File: config.mk
export PLATFORM = sky130hd
export DESIGN_NAME = uuencode_line_encoder_checksum_top
export DESIGN_NICKNAME = d
export VERILOG_FILES = /design/src/sv/uuenc_pkg.sv /design/src/sv/uuenc_front.sv /design/src/sv/uuenc_queue.sv /design/src/sv/uuenc_back.sv /design/src/sv/uuencode_line_encoder_checksum_top.sv
export SDC_FILE = /design/constraint.sdc
export NUM_CORES = 1
export LEC_CHECK = 0
export ABC_AREA = 1
export BUFFER_PORTS_ARGS = -buffer_cell sky130_fd_sc_hd__clkbuf_2
export CORE_MARGIN = 2
export CORE_UTILIZATION = 61
export DETAILED_ROUTE_END_ITERATION = 8
export PLACE_DENSITY = 0.77
export SLEW_MARGIN = 25
export SYNTH_ARGS = -nofsm -noshare
export SYNTH_HDL_FRONTEND = slang
export SYNTH_HIERARCHICAL = 1
export SYNTH_SLANG_ARGS = --single-unit
File: constraint.sdc
create_clock -name clk -period 4.9 [get_ports clk]
set_input_delay 1.225 -clock clk [delete_from_list [all_inputs] [get_ports clk]]
set_output_delay 1.225 -clock clk [all_outputs]
set_load 0.02 [all_outputs]
File: src/sv/uuenc_pkg.sv
// shared types, constants and character mapping for the uuencode line encoder
// no dependencies; used by every module of the block
package uuenc_pkg;

	localparam int MAX_LINE_BYTES = 45;
	localparam int LEN_W = 6;
	localparam int SUM_W = 16;
	localparam int CHAR_W = 7;
	localparam int QDEPTH = 4;
	localparam int QAW = $clog2(QDEPTH);
	localparam int NSTEP = 6;
	localparam int STEP_W = $clog2(NSTEP);

	localparam logic [CHAR_W-1:0] CHAR_OFFSET = 7'd32;
	localparam logic [CHAR_W-1:0] ZERO_CHAR = 7'h60;
	localparam logic [CHAR_W-1:0] CR_CHAR = 7'd13;

	localparam logic [STEP_W-1:0] STEP_LEN = 3'd0;
	localparam logic [STEP_W-1:0] STEP_G0 = 3'd1;
	localparam logic [STEP_W-1:0] STEP_G1 = 3'd2;
	localparam logic [STEP_W-1:0] STEP_G2 = 3'd3;
	localparam logic [STEP_W-1:0] STEP_G3 = 3'd4;
	localparam logic [STEP_W-1:0] STEP_CR = 3'd5;

	localparam logic FUNC_ENCODE = 1'b0;
	localparam logic FUNC_CLEAR = 1'b1;

	typedef struct packed {
		logic             func;
		logic [7:0]       data_byte;
		logic [LEN_W-1:0] line_length;
	} in_item_t;

	typedef struct packed {
		logic [CHAR_W-1:0] char_code;
		logic              last_in_run;
		logic [SUM_W-1:0]  checksum;
	} out_item_t;

	typedef struct packed {
		logic             has_len;
		logic [LEN_W-1:0] len;
		logic             has_grp;
		logic [7:0]       b0;
		logic [7:0]       b1;
		logic [7:0]       b2;
		logic             has_cr;
		logic [SUM_W-1:0] checksum;
	} job_t;

	function automatic logic [CHAR_W-1:0] six_to_char(input logic [5:0] v);
		return (v == 6'd0) ? ZERO_CHAR : ({1'b0, v} + CHAR_OFFSET);
	endfunction

endpackage

File: src/sv/uuenc_front.sv
// front part: accepts bytes, tracks line and group state and the checksum
// builds one output job per item that yields characters; uses uuenc_pkg
module uuenc_front (
	input  logic                       clk,
	input  logic                       arst_n,
	input  logic                       accept,
	input  uuenc_pkg::in_item_t        item,
	output logic                       push,
	output uuenc_pkg::job_t            job
);

	logic [uuenc_pkg::LEN_W-1:0] line_count_q;
	logic [uuenc_pkg::LEN_W-1:0] line_total_q;
	logic [15:0]                 group_hold_q;
	logic [1:0]                  group_pos_q;
	logic [uuenc_pkg::SUM_W-1:0] byte_sum_q;

	logic                        first;
	logic [uuenc_pkg::LEN_W-1:0] len_sat;
	logic [uuenc_pkg::LEN_W-1:0] total;
	logic [1:0]                  pos;
	logic [15:0]                 hold;
	logic [uuenc_pkg::LEN_W-1:0] cnt_n;
	logic                        line_end;
	logic [uuenc_pkg::SUM_W-1:0] sum_n;
	logic                        encode;

	always_comb begin
		encode = item.func == uuenc_pkg::FUNC_ENCODE;
		first = line_count_q == '0;
		if (item.line_length == '0) begin
			len_sat = uuenc_pkg::LEN_W'(1);
		end else if (item.line_length > uuenc_pkg::LEN_W'(uuenc_pkg::MAX_LINE_BYTES)) begin
			len_sat = uuenc_pkg::LEN_W'(uuenc_pkg::MAX_LINE_BYTES);
		end else begin
			len_sat = item.line_length;
		end
		total = first ? len_sat : line_total_q;
		pos = first ? 2'd0 : group_pos_q;
		hold = first ? 16'd0 : group_hold_q;
		cnt_n = line_count_q + uuenc_pkg::LEN_W'(1);
		line_end = cnt_n >= total;
		sum_n = byte_sum_q + {8'd0, item.data_byte};

		job.has_len = first;
		job.len = total;
		job.has_grp = (pos == 2'd2) || line_end;
		job.b0 = (pos == 2'd0) ? item.data_byte : hold[15:8];
		job.b1 = (pos == 2'd1) ? item.data_byte : ((pos == 2'd2) ? hold[7:0] : 8'd0);
		job.b2 = (pos == 2'd2) ? item.data_byte : 8'd0;
		job.has_cr = line_end;
		job.checksum = sum_n;
		push = accept && encode && (job.has_len || job.has_grp || job.has_cr);
	end

	always_ff @(posedge clk or negedge arst_n) begin
		if (!arst_n) begin
			line_count_q <= '0;
			line_total_q <= '0;
			group_hold_q <= '0;
			group_pos_q <= '0;
			byte_sum_q <= '0;
		end else if (accept) begin
			if (!encode) begin
				byte_sum_q <= '0;
			end else begin
				byte_sum_q <= sum_n;
				if (line_end) begin
					line_count_q <= '0;
					line_total_q <= '0;
					group_hold_q <= '0;
					group_pos_q <= '0;
				end else begin
					line_count_q <= cnt_n;
					line_total_q <= total;
					case (pos)
						2'd0: begin
							group_hold_q <= {item.data_byte, 8'd0};
							group_pos_q <= 2'd1;
						end
						2'd1: begin
							group_hold_q <= {hold[15:8], item.data_byte};
							group_pos_q <= 2'd2;
						end
						default: begin
							group_hold_q <= '0;
							group_pos_q <= 2'd0;
						end
					endcase
				end
			end
		end
	end

	a_open_line_bounded: assert property (@(posedge clk) disable iff (!arst_n)
		line_count_q == '0 || line_count_q < line_total_q)
		else $error("open line count reached its total");

endmodule

File: src/sv/uuenc_queue.sv
// short job queue between the front and back parts
// register array with read and write pointers; uses uuenc_pkg
module uuenc_queue (
	input  logic                clk,
	input  logic                arst_n,
	input  logic                push,
	input  uuenc_pkg::job_t     wr_job,
	input  logic                pop,
	output logic                full,
	output logic                head_valid,
	output uuenc_pkg::job_t     head
);

	uuenc_pkg::job_t          mem_q [uuenc_pkg::QDEPTH];
	logic [uuenc_pkg::QAW-1:0] wr_ptr_q;
	logic [uuenc_pkg::QAW-1:0] rd_ptr_q;
	logic [uuenc_pkg::QAW:0]   count_q;

	assign full = count_q == (uuenc_pkg::QAW+1)'(uuenc_pkg::QDEPTH);
	assign head_valid = count_q != '0;
	assign head = mem_q[rd_ptr_q];

	always_ff @(posedge clk) begin
		if (push) begin
			mem_q[wr_ptr_q] <= wr_job;
		end
	end

	always_ff @(posedge clk or negedge arst_n) begin
		if (!arst_n) begin
			wr_ptr_q <= '0;
			rd_ptr_q <= '0;
			count_q <= '0;
		end else begin
			if (push) begin
				wr_ptr_q <= wr_ptr_q + uuenc_pkg::QAW'(1);
			end
			if (pop) begin
				rd_ptr_q <= rd_ptr_q + uuenc_pkg::QAW'(1);
			end
			if (push && !pop) begin
				count_q <= count_q + (uuenc_pkg::QAW+1)'(1);
			end else if (pop && !push) begin
				count_q <= count_q - (uuenc_pkg::QAW+1)'(1);
			end
		end
	end

	a_no_push_full: assert property (@(posedge clk) disable iff (!arst_n) full |-> !push)
		else $error("push into full queue");
	a_no_pop_empty: assert property (@(posedge clk) disable iff (!arst_n) pop |-> head_valid)
		else $error("pop from empty queue");
	a_count_range: assert property (@(posedge clk) disable iff (!arst_n)
		count_q <= (uuenc_pkg::QAW+1)'(uuenc_pkg::QDEPTH))
		else $error("queue count overflow");

endmodule

File: src/sv/uuenc_back.sv
// back part: steps through one job's characters into the output register
// one character per cycle while char_stall is low; uses uuenc_pkg
module uuenc_back (
	input  logic                  clk,
	input  logic                  arst_n,
	input  logic                  head_valid,
	input  uuenc_pkg::job_t       head,
	output logic                  pop,
	output logic                  char_valid,
	input  logic                  char_stall,
	output uuenc_pkg::out_item_t  char_item
);

	logic [uuenc_pkg::NSTEP-1:0]  done_q;
	logic                         out_valid_q;
	uuenc_pkg::out_item_t         out_q;

	logic [uuenc_pkg::NSTEP-1:0]  mask;
	logic [uuenc_pkg::NSTEP-1:0]  rem;
	logic [uuenc_pkg::NSTEP-1:0]  cur_bit;
	logic [uuenc_pkg::STEP_W-1:0] cur;
	logic                         last;
	logic                         adv;
	logic                         emit;
	logic [uuenc_pkg::CHAR_W-1:0] ch;

	always_comb begin
		mask = {head.has_cr, {4{head.has_grp}}, head.has_len};
		rem = mask & ~done_q;
		cur = '0;
		for (int i = uuenc_pkg::NSTEP - 1; i >= 0; i--) begin
			if (rem[i]) begin
				cur = uuenc_pkg::STEP_W'(i);
			end
		end
		cur_bit = uuenc_pkg::NSTEP'(1) << cur;
		last = (rem & ~cur_bit) == '0;
		adv = !out_valid_q || !char_stall;
		emit = head_valid && adv;
		pop = emit && last;
		case (cur)
			uuenc_pkg::STEP_LEN: ch = {1'b0, head.len} + uuenc_pkg::CHAR_OFFSET;
			uuenc_pkg::STEP_G0:  ch = uuenc_pkg::six_to_char(head.b0[7:2]);
			uuenc_pkg::STEP_G1:  ch = uuenc_pkg::six_to_char({head.b0[1:0], head.b1[7:4]});
			uuenc_pkg::STEP_G2:  ch = uuenc_pkg::six_to_char({head.b1[3:0], head.b2[7:6]});
			uuenc_pkg::STEP_G3:  ch = uuenc_pkg::six_to_char(head.b2[5:0]);
			uuenc_pkg::STEP_CR:  ch = uuenc_pkg::CR_CHAR;
			default:             ch = uuenc_pkg::CR_CHAR;
		endcase
	end

	always_ff @(posedge clk or negedge arst_n) begin
		if (!arst_n) begin
			done_q <= '0;
			out_valid_q <= 1'b0;
		end else begin
			if (emit) begin
				out_valid_q <= 1'b1;
				done_q <= last ? '0 : (done_q | cur_bit);
			end else if (!char_stall) begin
				out_valid_q <= 1'b0;
			end
		end
	end

	always_ff @(posedge clk) begin
		if (emit) begin
			out_q.char_code <= ch;
			out_q.last_in_run <= last;
			out_q.checksum <= head.checksum;
		end
	end

	assign char_valid = out_valid_q;
	assign char_item = out_q;

	a_head_has_work: assert property (@(posedge clk) disable iff (!arst_n)
		head_valid |-> (rem != '0))
		else $error("queued job with no characters left");
	a_emit_fills_output: assert property (@(posedge clk) disable iff (!arst_n)
		emit |=> out_valid_q)
		else $error("emitted character lost");

endmodule

File: src/sv/uuencode_line_encoder_checksum_top.sv
// uuencode line encoder with running 16-bit byte checksum, top level
// depends on uuenc_pkg, uuenc_front, uuenc_queue, uuenc_back
//
// byte channel: byte_valid/byte_stall/byte_item. func clears the checksum or
// encodes data_byte; line_length is taken on the first byte of each line.
// char channel: char_valid/char_stall/char_item, one character per transaction,
// last_in_run marks the final character caused by an input transaction.
// with an empty queue a byte's job is first written into the job queue, then its
// first character is registered in the output register and shown on char_valid;
// bytes that start no line, finish no group and end no line give none.
// throughput: one byte per cycle into a four-entry job queue while it is not full;
// the output register issues one character per cycle while char_stall is low,
// and a line of n bytes gives 4*ceil(n/3)+2 characters on the char side.
// byte_stall rises only when the job queue is full.
// when char_stall is high the output register holds its character, the back
// part waits and the queue fills; bytes keep being taken until it is full.
// reset (arst_n low) empties the queue, drops any pending character, closes
// the open line and zeroes the checksum.
module uuencode_line_encoder_checksum_top (
	input  logic                  clk,
	input  logic                  arst_n,
	input  logic                  byte_valid,
	output logic                  byte_stall,
	input  uuenc_pkg::in_item_t   byte_item,
	output logic                  char_valid,
	input  logic                  char_stall,
	output uuenc_pkg::out_item_t  char_item
);

	logic            accept;
	logic            push;
	logic            pop;
	logic            full;
	logic            head_valid;
	uuenc_pkg::job_t wr_job;
	uuenc_pkg::job_t head;

	assign byte_stall = full;
	assign accept = byte_valid && !byte_stall;

	uuenc_front u_front (
		.clk    (clk),
		.arst_n (arst_n),
		.accept (accept),
		.item   (byte_item),
		.push   (push),
		.job    (wr_job)
	);

	uuenc_queue u_queue (
		.clk        (clk),
		.arst_n     (arst_n),
		.push       (push),
		.wr_job     (wr_job),
		.pop        (pop),
		.full       (full),
		.head_valid (head_valid),
		.head       (head)
	);

	uuenc_back u_back (
		.clk        (clk),
		.arst_n     (arst_n),
		.head_valid (head_valid),
		.head       (head),
		.pop        (pop),
		.char_valid (char_valid),
		.char_stall (char_stall),
		.char_item  (char_item)
	);

endmodule
==> out/summary.md <==
No sink is reached through more buffers than the 3 on the longest clock path. The count of TritonRoute iterations in the first routing pass is 7, and the total of warnings raised by yosys is 6. The worst hold path terminates at u_front/line_total_q[0]. At the pin with the least slew margin, the transition time is 907 ps. On the final layout, the worst hold slack is 475 ps. The logs give 0 for the initial antenna violation count and 48 for the number of distinct library cell variants in the gate-level netlist after synthesis. The leading cell type in the layout, fill and taps excluded was nand2_1. Setup repair after global routing left no endpoint under its margin. In the routed design, unresolved DRC markers number 0. Data arrives at the worst endpoint at 4300 ps.

For the finished layout, the period the worst path requires is 3870 ps. Setup slack after layout: 1030 ps. The run finished with clean final reports. The number of nets handed over by synthesis was 1308. The sum of negative setup slack was 0 ps; the number of top-level pins was 45. The buffers inserted during post-CTS setup optimization came out at 0. Counting flops with a built-in enable in the synthesized netlist gives 220. Sorting the synthesized cells by area gives the leading types as edfxtp_1 49%, dfrtp_1 11%, nand2_1 10%, inv_1 5.8%, o211ai_2 5.4%.

The first global-routing pass estimated 44.8 mm of wire. Wires add up to 27.7 mm. The run gives 18.4 mm as the HPWL reported at the end of detailed placement.

For this run, the slowest stage of the critical path takes 440 ps. The run gives 39.5% as the normalized max-slew margin. The tools report the total vias in the final route as 8753. The post-synthesis cell type with the largest combined area was edfxtp_1.

Combinational logic burns 41.6% of the power. The number of violations of the max-capacitance limit is 0. Cells with a size suffix above 1 make up 16.1% of the layout. The number of nets in the finished design came out at 1352. The endpoint identified for the worst register-to-register timing path is u_queue/count_q[2]. The register-to-register setup slack was 1050 ps; the synthesized flop and latch total was 280.

The worst hold path passes through 2 cells. Class of the most critical hold timing path: flop to flop. Entering global routing, the biggest net connects 72 pins.

In the final layout, the multi-input gates occupy 0.00408 mm². The tools report the type of destination of the critical path as a flop. The antenna cell count is 0. A synthesized cell averages 10.6 µm². The die width is 152 µm, and the final estimated routing congestion in global placement is 0.876.

The max-slew violation total from the final report is 0. Per report_power, the clock group accounts for 20.3% of the total. The tools report the sort of element at the start of the critical path as an input pin. The run gives 0 as the count of instances resized after the clock tree is built.

Via count of the first global-routing pass: 8581. The total standard cell area after synthesis is 0.0134 mm², and the required arrival time at the worst endpoint is 5330 ps. The tools report the number of failing hold endpoints at the final stage as 0. In the layout the commonest cells are 358 x nand2_1, 220 x edfxtp_1, 200 x inv_1, 58 x dfrtp_1, 58 x o211ai_2. The die area is 0.0231 mm², and the switching share of power is 41.2%. The reg-to-reg critical path startpoint is u_front/line_count_q[0]. In this run the power spent charging and discharging nets is 4.19 mW.

Once detail routing completed, the nets flagged for antenna violations numbered 0. The tree is rooted in a clkbuf_16. Prior to clock tree synthesis, the placed netlist has a worst setup slack of 556 ps. The tools report the total routing resource utilization after global routing as 24.5%. The tools report the number of cell rows as 54. The critical path is of the input pin to flop type. VDD sags by at most 0.513 mV. The floorplan core area is 0.0217 mm².

Internal power comes to 5.99 mW. After filler insertion, the fill cell instance count of the layout stands at 1582. In the final layout, flip-flops and latches occupy 0.00811 mm². Counting every instance in the synthesized netlist gives 1266. Setup violations remaining at the end of the flow were counted as 0. The later pin in the worst-skew pair is clocked with a latency of 540 ps.

The number of buffers created by CTS is 29. In the final routed layout, each cell accounts on average for 17.2 µm. Clock tree synthesis found a total of 280 sinks.

Among the stages of the critical path, the cell type that occurs most often is nand2_1. The initial utilization of the core area, before any placement, comes to 61.7%. After synthesis, the share of flip-flops with an asynchronous set or reset is 21.4%.

Of the total power, registers draw 38.1%. The number of hold buffers added after CTS is 0. Summing internal, switching and leakage power gives 10.2 mW. The total number of H-tree levels was 1; the clock transition time at the flip-flop clock pins of the worst setup and hold paths was 60 ps. Clock skew on the completed layout was measured at 16.5 ps. The area share of the largest cell type after synthesis is 49.4%, and the depth of the most critical reg-to-reg path is 22. TritonCTS built the clock tree.

The sequential share of the synthesized area was 60.6%; the highest achievable clock rate was 258 MHz. The largest individual stage delay along the critical path comes from the cell fa_1. The startpoint identified for the worst hold timing path is u_front/line_total_q[0].

For this run, the leading register cell type out of synthesis is edfxtp_1. Along the worst path, the maximum fanout reaches 8. The number of vias per cell was 5.43; the area added between synthesis and finish was 9.43%. The tools report the leakage power figure as 6.49 nW. Traced cell by cell, the critical path runs through clkbuf_2, nand3_1, nand2_1, nand2_1, inv_1, nor2_1, o21ai_1, inv_1, ha_1, a21oi_1, o21a_1, nand2_1, clkinv_1, nand3_1, nand2_1, inv_1, ha_1, inv_1, fa_1, nand2_1, nand3_1, nand2_1, nand2_1.

Dividing total power by cell area gives a power density of 696 mW/mm². The number of input and output port buffers inserted was 44. Counting both buffers and inverters, the worst setup path holds a total of 6.

The first routing iteration left 776 violations. Cell family contributing the most delay on the critical path: adder cells. The die is 152 µm tall. The sum of overflow across all layers after global routing is 0. In the finished design, the share of the clock period the worst path needs comes to 79.0%.
==> power by group through the flow <==
stage / Sequential, mW / Combinational (mW) / Clock (mW)
2_1_floorplan: 3.89 / 3.22 / 0
3_3_place_gp: 3.91 / 4.06 / 0
3_5_place_dp: 3.93 / 4.19 / 0
4_1_cts: 3.89 / 4.22 / 2.10
5_1_grt: 3.95 / 4.73 / 2.18
6_report: 3.88 / 4.23 / 2.06
==> cell families (layout without fill, tap and decap cells) <==
family / Yosys count / count (layout) / synth area share [%]
compound gates: 165 / 165 / 10.7
xor+xnor: 14 / 14 / 0.917
fa+ha+maj: 23 / 23 / 2.26
buf+inv: 265 / 332 / 8.87
flops: 280 / 280 / 60.6
simple gates: 519 / 519 / 16.6
==> through the flow <==
stage,cell area [µm²],util (%),instances
detailed placement,13700,63.3,1559
CTS,14600,67.5,1613
floorplan,13400,-,1266
finish,14600,67.5,1613
global placement,13700,63.3,1559
global route,14600,67.5,1613
==> worst max-delay path by stage <==
stage / cells after the start / from / endpoint
after global routing: 23 / u_front/line_count_q[0] / u_queue/count_q[2]
final: 23 / byte_item[3] / u_queue/count_q[2]
after CTS: 22 / u_front/line_count_q[0] / u_queue/count_q[2]
after detailed placement: 23 / byte_item[3] / u_queue/count_q[2]
after floorplan: 18 / byte_item[1] / u_queue/mem_q[0][0]
after global placement: 23 / byte_item[3] / u_queue/count_q[2]
==> flip-flops by register name, indices dropped and copies added, names as in the netlist <==
| register | flops |
|---|---|
| u_queue/mem_q | 196 |
| u_queue/rd_ptr_q | 2 |
| u_front/line_total_q | 6 |
| u_front/group_pos_q | 2 |
| u_queue/count_q | 3 |
| u_front/line_count_q | 6 |
| u_back/char_valid | 1 |
| u_front/group_hold_q | 16 |
| u_queue/wr_ptr_q | 2 |
| u_back/done_q | 6 |
| u_back/char_item | 24 |
| u_front/byte_sum_q | 16 |
==> worst min-delay path: stages, from the launching register on <==
cell and delay [ps]:
dfrtp_1 330, nand2_1 50, nand2_1 60
==> cells in the mapped netlist, types with 13 or more instances <==
cell type,count
o211ai_1,40
ha_1,21
xor2_1,13
edfxtp_1,220
nand2_2,16
nand3_1,51
o211ai_2,58
o21ai_0,32
dfrtp_1,60
buf_2,19
nor2_1,48
buf_6,17
inv_1,205
nand2_1,358
==> layer usage <==
metal	routed length (µm)	global-route usage (%)	up-vias	share of wire, %
met5	0	0	-	0
met4	508	5.79	0	1.8
met3	2080	3.99	39	7.5
met2	13200	40.1	272	48
met1	11900	35.0	4163	43
li1	-	-	4279	-
==> cell type report <==
| cell class | instances | area share, % |
|---|---|---|
| clock buffer | 36 | 5.14 |
| clock inverter | 18 | 0.983 |
| inverter | 216 | 5.56 |
| multi-input combinational | 721 | 27.9 |
| sequential | 280 | 55.4 |
| tap | 280 | 2.39 |
| timing repair buffer | 62 | 2.60 |
Power figures use the tool's default switching activity.
